--- config.mk ---
export PLATFORM = sky130hd
export DESIGN_NAME = ordered_array_list_top
export DESIGN_NICKNAME = d
export VERILOG_FILES = /design/src/hw/rtl/oal_pkg.sv /design/src/hw/rtl/oal_ram.sv /design/src/hw/rtl/oal_ctrl.sv /design/src/hw/rtl/oal_datapath.sv /design/src/hw/rtl/ordered_array_list_top.sv
export SDC_FILE = /design/constraint.sdc
export NUM_CORES = 2
export LEC_CHECK = 0
export BUFFER_PORTS_ARGS = -buffer_cell sky130_fd_sc_hd__buf_2
export CAP_MARGIN = 20
export CELL_PAD_IN_SITES_DETAIL_PLACEMENT = 1
export CELL_PAD_IN_SITES_GLOBAL_PLACEMENT = 1
export CORE_MARGIN = 1
export CORE_UTILIZATION = 60
export DETAILED_ROUTE_END_ITERATION = 7
export HOLD_SLACK_MARGIN = 0.12
export MAX_ROUTING_LAYER = met4
export PLACE_DENSITY_LB_ADDON = 0.08
export SYNTH_ARGS = -nofsm -noshare
export SYNTH_HDL_FRONTEND = slang
export SYNTH_HIERARCHICAL = 1
export SYNTH_SLANG_ARGS = --single-unit
--- constraint.sdc ---
create_clock -name clk -period 10.3 [get_ports clk]
set_clock_uncertainty 0.2 [all_clocks]
set_input_delay 1.545 -clock clk [delete_from_list [all_inputs] [get_ports clk]]
set_output_delay 1.545 -clock clk [all_outputs]
set_load 0.005 [all_outputs]
--- src/hw/rtl/oal_pkg.sv ---
`timescale 1ns / 1ps

package oal_pkg;

  localparam int ACTION_W   = 2;
  localparam int POSITION_W = 8;
  localparam int VALUE_W    = 32;
  localparam int STATUS_W   = 2;
  localparam int COUNT_W    = 7;
  localparam int CAP_W      = 7;

  localparam logic [CAP_W-1:0] CAP_RESET = 7'd64;

  typedef enum logic [ACTION_W-1:0] {
    ACT_INSERT = 2'd0,
    ACT_GET    = 2'd1,
    ACT_DELETE = 2'd2,
    ACT_CLEAR  = 2'd3
  } act_t;

  typedef enum logic [STATUS_W-1:0] {
    RES_OK    = 2'd0,
    RES_FULL  = 2'd1,
    RES_RANGE = 2'd2
  } res_t;

  typedef enum logic [2:0] {
    ST_IDLE,
    ST_DECODE,
    ST_UP,
    ST_INS_WR,
    ST_CAPTURE,
    ST_DOWN,
    ST_DONE
  } state_t;

  typedef struct packed {
    logic take;
    logic clear_count;
    logic set_full;
    logic set_range;
    logic rd_start_up;
    logic rd_start_pos;
    logic up_move;
    logic up_read;
    logic ins_write;
    logic capture;
    logic down_move;
    logic next_read;
    logic dec_count;
    logic load_out;
  } cmd_t;

  typedef struct packed {
    act_t act;
    logic full;
    logic range_err;
    logic shift_needed;
    logic more_up;
    logic more_down;
    logic out_free;
  } sts_t;

endpackage

--- src/hw/rtl/oal_ram.sv ---
`timescale 1ns / 1ps

module oal_ram #(
  parameter int WIDTH = 32,
  parameter int DEPTH = 64
) (
  input  logic                     clk,
  input  logic                     we,
  input  logic [$clog2(DEPTH)-1:0] waddr,
  input  logic [WIDTH-1:0]         wdata,
  input  logic                     re,
  input  logic [$clog2(DEPTH)-1:0] raddr,
  output logic [WIDTH-1:0]         rdata
);

  logic [WIDTH-1:0] mem [DEPTH];

  always_ff @(posedge clk) begin
    if (we) begin
      mem[waddr] <= wdata;
    end
    if (re) begin
      rdata <= mem[raddr];
    end
  end

endmodule

--- src/hw/rtl/oal_ctrl.sv ---
`timescale 1ns / 1ps

module oal_ctrl (
  input  logic          clk,
  input  logic          rst,
  input  logic          in_valid,
  output logic          in_ready,
  output oal_pkg::cmd_t cmd,
  input  oal_pkg::sts_t sts
);

  oal_pkg::state_t state;
  oal_pkg::state_t state_next;

  always_ff @(posedge clk) begin
    if (rst) begin
      state <= oal_pkg::ST_IDLE;
    end else begin
      state <= state_next;
    end
  end

  always_comb begin
    state_next = state;
    cmd        = '0;
    in_ready   = 1'b0;
    case (state)
      oal_pkg::ST_IDLE: begin
        in_ready = 1'b1;
        if (in_valid) begin
          cmd.take   = 1'b1;
          state_next = oal_pkg::ST_DECODE;
        end
      end
      oal_pkg::ST_DECODE: begin
        case (sts.act)
          oal_pkg::ACT_INSERT: begin
            if (sts.full) begin
              cmd.set_full = 1'b1;
              state_next   = oal_pkg::ST_DONE;
            end else if (sts.shift_needed) begin
              cmd.rd_start_up = 1'b1;
              state_next      = oal_pkg::ST_UP;
            end else begin
              state_next = oal_pkg::ST_INS_WR;
            end
          end
          oal_pkg::ACT_GET, oal_pkg::ACT_DELETE: begin
            if (sts.range_err) begin
              cmd.set_range = 1'b1;
              state_next    = oal_pkg::ST_DONE;
            end else begin
              cmd.rd_start_pos = 1'b1;
              state_next       = oal_pkg::ST_CAPTURE;
            end
          end
          default: begin
            cmd.clear_count = 1'b1;
            state_next      = oal_pkg::ST_DONE;
          end
        endcase
      end
      oal_pkg::ST_UP: begin
        cmd.up_move = 1'b1;
        if (sts.more_up) begin
          cmd.up_read = 1'b1;
        end else begin
          state_next = oal_pkg::ST_INS_WR;
        end
      end
      oal_pkg::ST_INS_WR: begin
        cmd.ins_write = 1'b1;
        state_next    = oal_pkg::ST_DONE;
      end
      oal_pkg::ST_CAPTURE: begin
        cmd.capture = 1'b1;
        if (sts.act == oal_pkg::ACT_GET) begin
          state_next = oal_pkg::ST_DONE;
        end else if (sts.more_down) begin
          cmd.next_read = 1'b1;
          state_next    = oal_pkg::ST_DOWN;
        end else begin
          cmd.dec_count = 1'b1;
          state_next    = oal_pkg::ST_DONE;
        end
      end
      oal_pkg::ST_DOWN: begin
        cmd.down_move = 1'b1;
        if (sts.more_down) begin
          cmd.next_read = 1'b1;
        end else begin
          cmd.dec_count = 1'b1;
          state_next    = oal_pkg::ST_DONE;
        end
      end
      oal_pkg::ST_DONE: begin
        if (sts.out_free) begin
          cmd.load_out = 1'b1;
          state_next   = oal_pkg::ST_IDLE;
        end
      end
      default: begin
        state_next = oal_pkg::ST_IDLE;
      end
    endcase
  end

endmodule

--- src/hw/rtl/oal_datapath.sv ---
`timescale 1ns / 1ps

module oal_datapath #(
  parameter int DEPTH       = 64,
  parameter int ENTRY_WIDTH = 32
) (
  input  logic                              clk,
  input  logic                              rst,
  input  oal_pkg::cmd_t                     cmd,
  output oal_pkg::sts_t                     sts,
  input  logic                              cfg_write,
  input  logic [oal_pkg::CAP_W-1:0]         cfg_data,
  input  logic [oal_pkg::ACTION_W-1:0]      action,
  input  logic [oal_pkg::POSITION_W-1:0]    position,
  input  logic [oal_pkg::VALUE_W-1:0]       value,
  output logic                              out_valid,
  input  logic                              out_ready,
  output logic [oal_pkg::STATUS_W-1:0]      status,
  output logic [oal_pkg::VALUE_W-1:0]       read_value,
  output logic [oal_pkg::COUNT_W-1:0]       count
);

  localparam int AW   = $clog2(DEPTH);
  localparam int CW   = $clog2(DEPTH + 1);
  localparam int CMPW = (CW > oal_pkg::POSITION_W) ? CW : oal_pkg::POSITION_W;
  localparam int XW   = (ENTRY_WIDTH > oal_pkg::VALUE_W) ? ENTRY_WIDTH : oal_pkg::VALUE_W;
  localparam logic [CMPW-1:0] DEPTH_X = CMPW'(DEPTH);

  logic [oal_pkg::CAP_W-1:0]      cap;
  logic [CW-1:0]                  entry_count;
  oal_pkg::act_t                  act;
  logic [oal_pkg::POSITION_W-1:0] pos;
  logic [ENTRY_WIDTH-1:0]         word;
  logic [AW-1:0]                  ptr;
  oal_pkg::res_t                  res;
  logic [oal_pkg::VALUE_W-1:0]    rd_word;

  logic [CMPW-1:0]        count_ext;
  logic [CMPW-1:0]        pos_ext;
  logic [CMPW-1:0]        cap_ext;
  logic [CMPW-1:0]        cap_eff;
  logic [CMPW-1:0]        pos_min;
  logic [AW-1:0]          pos_ins;
  logic [CW-1:0]          count_m1;
  logic [XW-1:0]          value_x;
  logic [XW-1:0]          rdata_x;

  logic                   ram_we;
  logic [AW-1:0]          ram_waddr;
  logic [ENTRY_WIDTH-1:0] ram_wdata;
  logic                   ram_re;
  logic [AW-1:0]          ram_raddr;
  logic [ENTRY_WIDTH-1:0] ram_rdata;

  assign count_ext = CMPW'(entry_count);
  assign pos_ext   = CMPW'(pos);
  assign cap_ext   = CMPW'(cap);
  assign cap_eff   = (cap_ext > DEPTH_X) ? DEPTH_X : cap_ext;
  assign pos_min   = (pos_ext < count_ext) ? pos_ext : count_ext;
  assign pos_ins   = pos_min[AW-1:0];
  assign count_m1  = entry_count - 1'b1;
  assign value_x   = XW'(value);
  assign rdata_x   = XW'(ram_rdata);

  assign sts.act          = act;
  assign sts.full         = (count_ext >= cap_eff);
  assign sts.range_err    = (pos_ext >= count_ext);
  assign sts.shift_needed = (count_ext > pos_ext);
  assign sts.more_up      = (CMPW'(ptr) > pos_min);
  assign sts.more_down    = ((CMPW'(ptr) + 1'b1) < count_ext);
  assign sts.out_free     = !out_valid || out_ready;

  always_comb begin
    ram_we    = 1'b0;
    ram_waddr = '0;
    ram_wdata = '0;
    if (cmd.up_move) begin
      ram_we    = 1'b1;
      ram_waddr = ptr + 1'b1;
      ram_wdata = ram_rdata;
    end else if (cmd.ins_write) begin
      ram_we    = 1'b1;
      ram_waddr = pos_ins;
      ram_wdata = word;
    end else if (cmd.down_move) begin
      ram_we    = 1'b1;
      ram_waddr = ptr - 1'b1;
      ram_wdata = ram_rdata;
    end
  end

  always_comb begin
    ram_re    = 1'b0;
    ram_raddr = '0;
    if (cmd.rd_start_up) begin
      ram_re    = 1'b1;
      ram_raddr = count_m1[AW-1:0];
    end else if (cmd.rd_start_pos) begin
      ram_re    = 1'b1;
      ram_raddr = pos_ext[AW-1:0];
    end else if (cmd.up_read) begin
      ram_re    = 1'b1;
      ram_raddr = ptr - 1'b1;
    end else if (cmd.next_read) begin
      ram_re    = 1'b1;
      ram_raddr = ptr + 1'b1;
    end
  end

  oal_ram #(
    .WIDTH (ENTRY_WIDTH),
    .DEPTH (DEPTH)
  ) u_ram (
    .clk   (clk),
    .we    (ram_we),
    .waddr (ram_waddr),
    .wdata (ram_wdata),
    .re    (ram_re),
    .raddr (ram_raddr),
    .rdata (ram_rdata)
  );

  always_ff @(posedge clk) begin
    if (rst) begin
      cap         <= oal_pkg::CAP_RESET;
      entry_count <= '0;
      out_valid   <= 1'b0;
    end else begin
      if (cfg_write) begin
        cap <= cfg_data;
      end
      if (cmd.clear_count) begin
        entry_count <= '0;
      end else if (cmd.ins_write) begin
        entry_count <= entry_count + 1'b1;
      end else if (cmd.dec_count) begin
        entry_count <= count_m1;
      end
      if (cmd.load_out) begin
        out_valid <= 1'b1;
      end else if (out_ready) begin
        out_valid <= 1'b0;
      end
    end
  end

  always_ff @(posedge clk) begin
    if (cmd.take) begin
      act     <= oal_pkg::act_t'(action);
      pos     <= position;
      word    <= value_x[ENTRY_WIDTH-1:0];
      res     <= oal_pkg::RES_OK;
      rd_word <= '0;
    end
    if (cmd.set_full) begin
      res <= oal_pkg::RES_FULL;
    end
    if (cmd.set_range) begin
      res <= oal_pkg::RES_RANGE;
    end
    if (cmd.capture) begin
      rd_word <= rdata_x[oal_pkg::VALUE_W-1:0];
    end
    if (cmd.rd_start_up) begin
      ptr <= count_m1[AW-1:0];
    end else if (cmd.rd_start_pos) begin
      ptr <= pos_ext[AW-1:0];
    end else if (cmd.up_read) begin
      ptr <= ptr - 1'b1;
    end else if (cmd.next_read) begin
      ptr <= ptr + 1'b1;
    end
    if (cmd.load_out) begin
      status     <= res;
      read_value <= rd_word;
      count      <= count_ext[oal_pkg::COUNT_W-1:0];
    end
  end

`ifndef ASSERT_OFF
  a_count_bound: assert property (@(posedge clk) disable iff (rst)
    count_ext <= DEPTH_X)
    else $error("Entry count exceeds the store depth.");

  a_port_clash: assert property (@(posedge clk) disable iff (rst)
    ram_we && ram_re |-> ram_waddr != ram_raddr)
    else $error("RAM read and write hit the same address in one cycle.");

  a_out_overwrite: assert property (@(posedge clk) disable iff (rst)
    cmd.load_out |-> !out_valid || out_ready)
    else $error("A result overwrote an item that was not yet taken.");

  a_insert_room: assert property (@(posedge clk) disable iff (rst)
    cmd.ins_write |-> count_ext < cap_eff)
    else $error("Insert write issued on a full list.");
`endif

endmodule

--- src/hw/rtl/ordered_array_list_top.sv ---
`timescale 1ns / 1ps

// Ordered list of up to DEPTH words with positional insert, get, delete and clear, one item
// at a time with exactly one result item per input item. Entries live in a simple dual-port
// RAM and are shifted one per cycle through its single write port. A taken item is decoded;
// clear and rejected actions go straight to the result, get reads the word at the position,
// insert shifts the entries from the tail down to the position (clamped to the count) up
// one place and writes the word, and a successful delete reads the word there and shifts
// the entries above it down. Each result waits to load until the result register is free
// or being emptied. The result register lets a new item start while the previous result
// waits downstream. The capacity register may be written at any time the block is idle and
// takes effect on the next insert; no clearing pass is needed after reset.
module ordered_array_list_top #(
  parameter int DEPTH       = 64,
  parameter int ENTRY_WIDTH = 32
) (
  input  logic                           clk,
  input  logic                           rst,
  input  logic                           cfg_write,
  input  logic [oal_pkg::CAP_W-1:0]      cfg_data,
  input  logic                           in_valid,
  output logic                           in_ready,
  input  logic [oal_pkg::ACTION_W-1:0]   action,
  input  logic [oal_pkg::POSITION_W-1:0] position,
  input  logic [oal_pkg::VALUE_W-1:0]    value,
  output logic                           out_valid,
  input  logic                           out_ready,
  output logic [oal_pkg::STATUS_W-1:0]   status,
  output logic [oal_pkg::VALUE_W-1:0]    read_value,
  output logic [oal_pkg::COUNT_W-1:0]    count
);

  oal_pkg::cmd_t cmd;
  oal_pkg::sts_t sts;

  oal_ctrl u_ctrl (
    .clk      (clk),
    .rst      (rst),
    .in_valid (in_valid),
    .in_ready (in_ready),
    .cmd      (cmd),
    .sts      (sts)
  );

  oal_datapath #(
    .DEPTH       (DEPTH),
    .ENTRY_WIDTH (ENTRY_WIDTH)
  ) u_datapath (
    .clk        (clk),
    .rst        (rst),
    .cmd        (cmd),
    .sts        (sts),
    .cfg_write  (cfg_write),
    .cfg_data   (cfg_data),
    .action     (action),
    .position   (position),
    .value      (value),
    .out_valid  (out_valid),
    .out_ready  (out_ready),
    .status     (status),
    .read_value (read_value),
    .count      (count)
  );

endmodule
# Word-level counts from Yosys, hierarchy flattened
# Memories as Yosys holds them, arrays and structs flattened. A register that Yosys moved wholly into a read port is not among the register bits.
# Cells that the tools add are included.
# classes
reduce_logical	13
eq_ne	12
mul	0
n_addsub	5
shifts	0
div	0
n_lt_le_gt_ge	7
muxes	69
n_bitwise	0
# ops
cell	count
2-to-1 mux 32 bit	5
2-to-1 mux 6 bit	11
2-to-1 mux 1 bit	33
2-to-1 mux 7 bit	3
one-hot mux 3 bit (7 select lines)	1
less-than comparator 8 x 7 -> 1 bit	2
2-to-1 mux 3 bit	5
2-to-1 mux 2 bit	7
== test 3 bit (second input constant)	3
>= comparator 7 x 8 -> 1 bit	1
>= comparator 8 x 7 -> 1 bit	1
> comparator 6 x 8 -> 1 bit	1
> comparator 7 x 8 -> 1 bit	1
2-to-1 mux 8 bit	1
!= test 2 bit (second input constant)	4
nonzero test 2 bit	4
adder 6 x 1 -> 7 bit (second input constant)	1
adder 7 x 1 -> 7 bit (second input constant)	1
> comparator 7 bit (second input constant)	1
subtractor 7 x 1 -> 7 bit (second input constant)	1
adder 6 x 1 -> 6 bit (second input constant)	1
== test 3 x 2 -> 1 bit (second input constant)	2
one-hot mux 3 bit (2 select lines)	1
subtractor 6 x 1 -> 6 bit (second input constant)	1
other kinds (13)	14
# word_totals
regBits	141
ramBits	2048
mem_count	1
input_bits	54
wordCells	120
latchBits	0
mem_bits_ro	0
# memory_table
name	depth	word_bits	rd	rd_ports_with_merged_regs	wr	line	source
u_datapath.u_ram.mem	64	32	1	1	1	oal_ram.sv:16	logic [WIDTH-1:0] mem [DEPTH];

# Depth between registers and ports, before layout
# depth
depth_word	9
ltp_mapped	29

# Hierarchy
# The synthesis kept the hierarchy.
# modules_own_cells
mod	cells_each	seq_area_each_um2	n_inst	area_each_um2
oal_ram	3324	62459.9	1	78835.6
oal_datapath	481	3973.8	1	6298.5
oal_ctrl	61	60.1	1	447.9

# Least setup slack after synthesis
# No wires, ideal clock.
# synth_path
kind	flip-flop to flip-flop
start	register u_datapath.entry_count[1]
end	register u_datapath.u_ram.rdata[17] (read register of u_datapath.u_ram.mem) (data pin)
synth_period_minus_slack_ps	5555
setup_ps	264
arrival_time_ps	5091
path_slack_ps	4745
t_required_ps	9836
stages_incl_launch_ff	28
path_cell_list	dfxtp_1 ha_1 and3_4 a21o_1 o211a_1 buf_6 mux2i_1 ha_1 nor2b_1 o21ai_0 nand2b_1 a2111oi_0 nor3_1 and2_1 buf_2 mux2i_1 xnor2_1 mux2i_1 o21ai_0 and2_1 clkbuf_1 buf_2 clkbuf_1 mux4_2 mux2i_1 nor2_1 o32ai_1 nor3_1
# synth_lines
item	line	source
from (decl)	oal_datapath.sv:30	logic [CW-1:0] entry_count;
from (signal assigned)	oal_datapath.sv:135	entry_count <= entry_count + 1'b1;
from (signal assigned)	oal_datapath.sv:137	entry_count <= count_m1;
to (decl)	oal_ram.sv:13	output logic [WIDTH-1:0] rdata

==> flow_summary.yaml <==
global_route:
  grt_pass1_wl_um: 340000
  gr-total-overflow: 0
  antenna_found_initial: 4
  grt_use_total: 0.353
  grt_max_degree: 129
  grt_pass1_vias: 44800
cts:
  postCtsSetupRepairBufs: 0
  clkLatencyLatePin_ns: 0.85
  clk_path_buf_depth: 3
  cts_hold_buf: 0
  cts_made_buffers: 213
  cts-root-buf: "clkbuf_16"
  cts_resized: 0
  numClockSinks: 2221
  htree_levels: 4
  cts_tree: "done"
  clkTransAtPathRegs_ns: 0.06
placement:
  place_ws_ns: 2.41
  place.gp.congestion: 0.856
  place_inst: 5752
  portBuffers: 96
  placed_area_um2: 89000
  dpl.hpwl_um: 131000
synthesis:
  synthTopCellsByArea: "edfxtp_1 77%, mux4_2 14%, mux2i_1 1.3%"
  postSynthAreaPerCell_um2: 22.1
  synth_flop_cell: "edfxtp_1"
  synthDistinctLibCells: 65
  yosys.cell_count.top_type: "edfxtp_1"
  ys_warn_count: 6
  synth_top_area_frac: 0.772
  synth_edf_count: 2201
  synth_area_um2: 85600
  synth_nets: 3953
  yosysTopAreaCell: "edfxtp_1"
  synth_seq_cells: 2221
  yosysSeqAreaShare: 0.777
  synth_common_cells: "2,201 x edfxtp_1, 544 x mux4_2, 168 x nor2_1"
  synthArstFlopShare: 0
  netlist_instances: 3866
cells_and_area:
  final_util: 0.682
  nFillCells: 10900
  layout-drive-gt1-share: 0.282
  final_cells: 6188
  area_growth_pct: 12.8
  finalNetCount: 4196
  stdcell_area_um2: 96600
  seq_area_um2: 66500
  multi_input_area_um2: 18600
power_and_ir_drop:
  total_power_mw: 23.8
  power_density_nw_per_um2: 247
  p_leak_nw: 29.9
  peakVddDrop_mv: 0.211
run:
  max-cap-violations: 0
floorplanning:
  die_width_um: 380
  start_util: 0.604
  fp.coreArea_um2: 142000
  die_h_um: 380
  core.rowCount: 138
  num_io_pins: 97
  dieArea_um2: 144000
timing:
  final_max_slew_viol_count: 0
  worst_slew_pin_slew_ns: 1.21
  slew_headroom: 0.186
  finalSetupViolCount: 0
  tns_ns: 0
  hold_ws_ns: 0.219
  fin_crit_sh: 0.781
  max_freq_mhz: 124
  hold_viol_final: 0
  fin_ws_ns: 2.26
  fin_crit_ns: 8.04
  rsz0062_at_grt: "false"
detailed_routing:
  drt_iter0_drc: 6109
  vias: 43300
  viasPerCell: 7.00
  wirelength_um: 244000
  ant_nets: 0
  drc: 0
  first_pass_iters: 5
  wire_per_inst_um: 39.4
worst_setup_path:
  path_class: "reg -> reg"
  cp_max_fo: 78
  arrival_ns: 8.38
  cp-start-kind: "flop"
  end_kind: "flop"
  critPathRequiredTime_ns: 10.64
run_status:
  outcome: "complete, no violations"
hold_path:
  timing.hold.worst.class: "reg -> reg"
==> registers in the layout (all words and copies together), names as in the netlist <==
signal / flops
u_ctrl/state: 3
u_datapath/act: 2
u_datapath/cap: 7
u_datapath/count: 7
u_datapath/entry_count: 7
u_datapath/out_valid: 1
u_datapath/pos: 8
u_datapath/ptr: 6
u_datapath/rd_word: 32
u_datapath/read_value: 32
u_datapath/res: 2
u_datapath/status: 2
u_datapath/u_ram/mem: 2048
u_datapath/u_ram/rdata: 32
u_datapath/word: 32
==> power breakdown <==
group / switching (mW) / internal [mW] / total, mW
logic: 3.11 / 1.71 / 4.82
registers: 0.235 / 11.1 / 11.3
clock network: 3.31 / 4.40 / 7.71
total: 6.65 / 17.2 / 23.8
==> layout make-up <==
cell class | instances | area share
antenna | 7 | 0.000181
clock buffer | 276 | 0.0592
clock inverter | 121 | 0.0117
inverter | 30 | 0.00118
multi-input combinational | 1403 | 0.192
sequential | 2221 | 0.689
tap | 1890 | 0.0245
timing repair buffer | 240 | 0.0226
==> placed cells by master, fill, tap and decap left out, types with 29 or more instances in the layout <==
master / instances
a22o_2: 32
nand2_1: 52
nor2_1: 104
clkinv_2: 42
ha_1: 33
buf_12: 35
edfxtp_1: 2201
inv_1: 29
o22ai_1: 89
buf_4: 100
buf_2: 96
mux2i_1: 111
clkbuf_1: 56
nor2_4: 63
clkinv_1: 45
clkbuf_16: 220
a21oi_1: 75
mux4_2: 544
and2_1: 37
==> worst paths after layout <==
path	startpoint	end	slack (ns)	cells past startpoint
worst min-delay path	u_datapath/rd_word[29]	u_datapath/read_value[29]	0.22	0
worst min register to register	u_datapath/rd_word[29]	u_datapath/read_value[29]	0.22	0
worst max register to register	u_datapath/entry_count[3]	u_datapath/u_ram/rdata[20]	2.26	23
worst max-delay path	u_datapath/entry_count[3]	u_datapath/u_ram/rdata[20]	2.26	23
==> critical path, stage by stage (launching register included) <==
cell	delay, ns
dfxtp_1	0.61
ha_1	0.34
and3_4	0.20
a21o_1	0.17
o211a_1	0.40
mux2_4	0.38
ha_1	0.18
nor2b_1	0.12
o21ai_0	0.09
nand2b_1	0.07
a2111oi_0	0.09
nor3_1	0.32
and2_1	0.46
nor2_1	0.12
nor3_1	0.15
a211oi_1	0.09
a21oi_4	0.60
buf_12	0.54
buf_4	0.55
mux4_2	0.57
nor2b_1	0.14
a21oi_1	0.05
a311oi_1	1.01
nor3_1	0.15
==> cell families (layout without fill, tap and decap cells) <==
logic type | after synthesis | count (layout) | share of synthesized area
AOI/OAI and AO/OA | 311 | 311 | 0.0249
xor gates and xnor gates | 19 | 19 | 0.00194
adders and majority gates | 33 | 33 | 0.00482
buffers and inverters | 242 | 667 | 0.0134
DFF | 2221 | 2221 | 0.777
muxes | 657 | 657 | 0.156
other | 0 | 7 | 0
and+or+nand+nor | 383 | 383 | 0.0216
==> layer usage <==
layer  vias to the layer above  part of all wire  wire [um]  GRT usage
li1                      16800                 -          -          -
met1                     23100              0.36      88100      0.462
met2                      2886              0.49     119000      0.551
met3                       524              0.10      25400     0.0673
met4                         0             0.046      11300      0.151
met5                         -                 0          0          -
(Power assumes the default switching activity.)
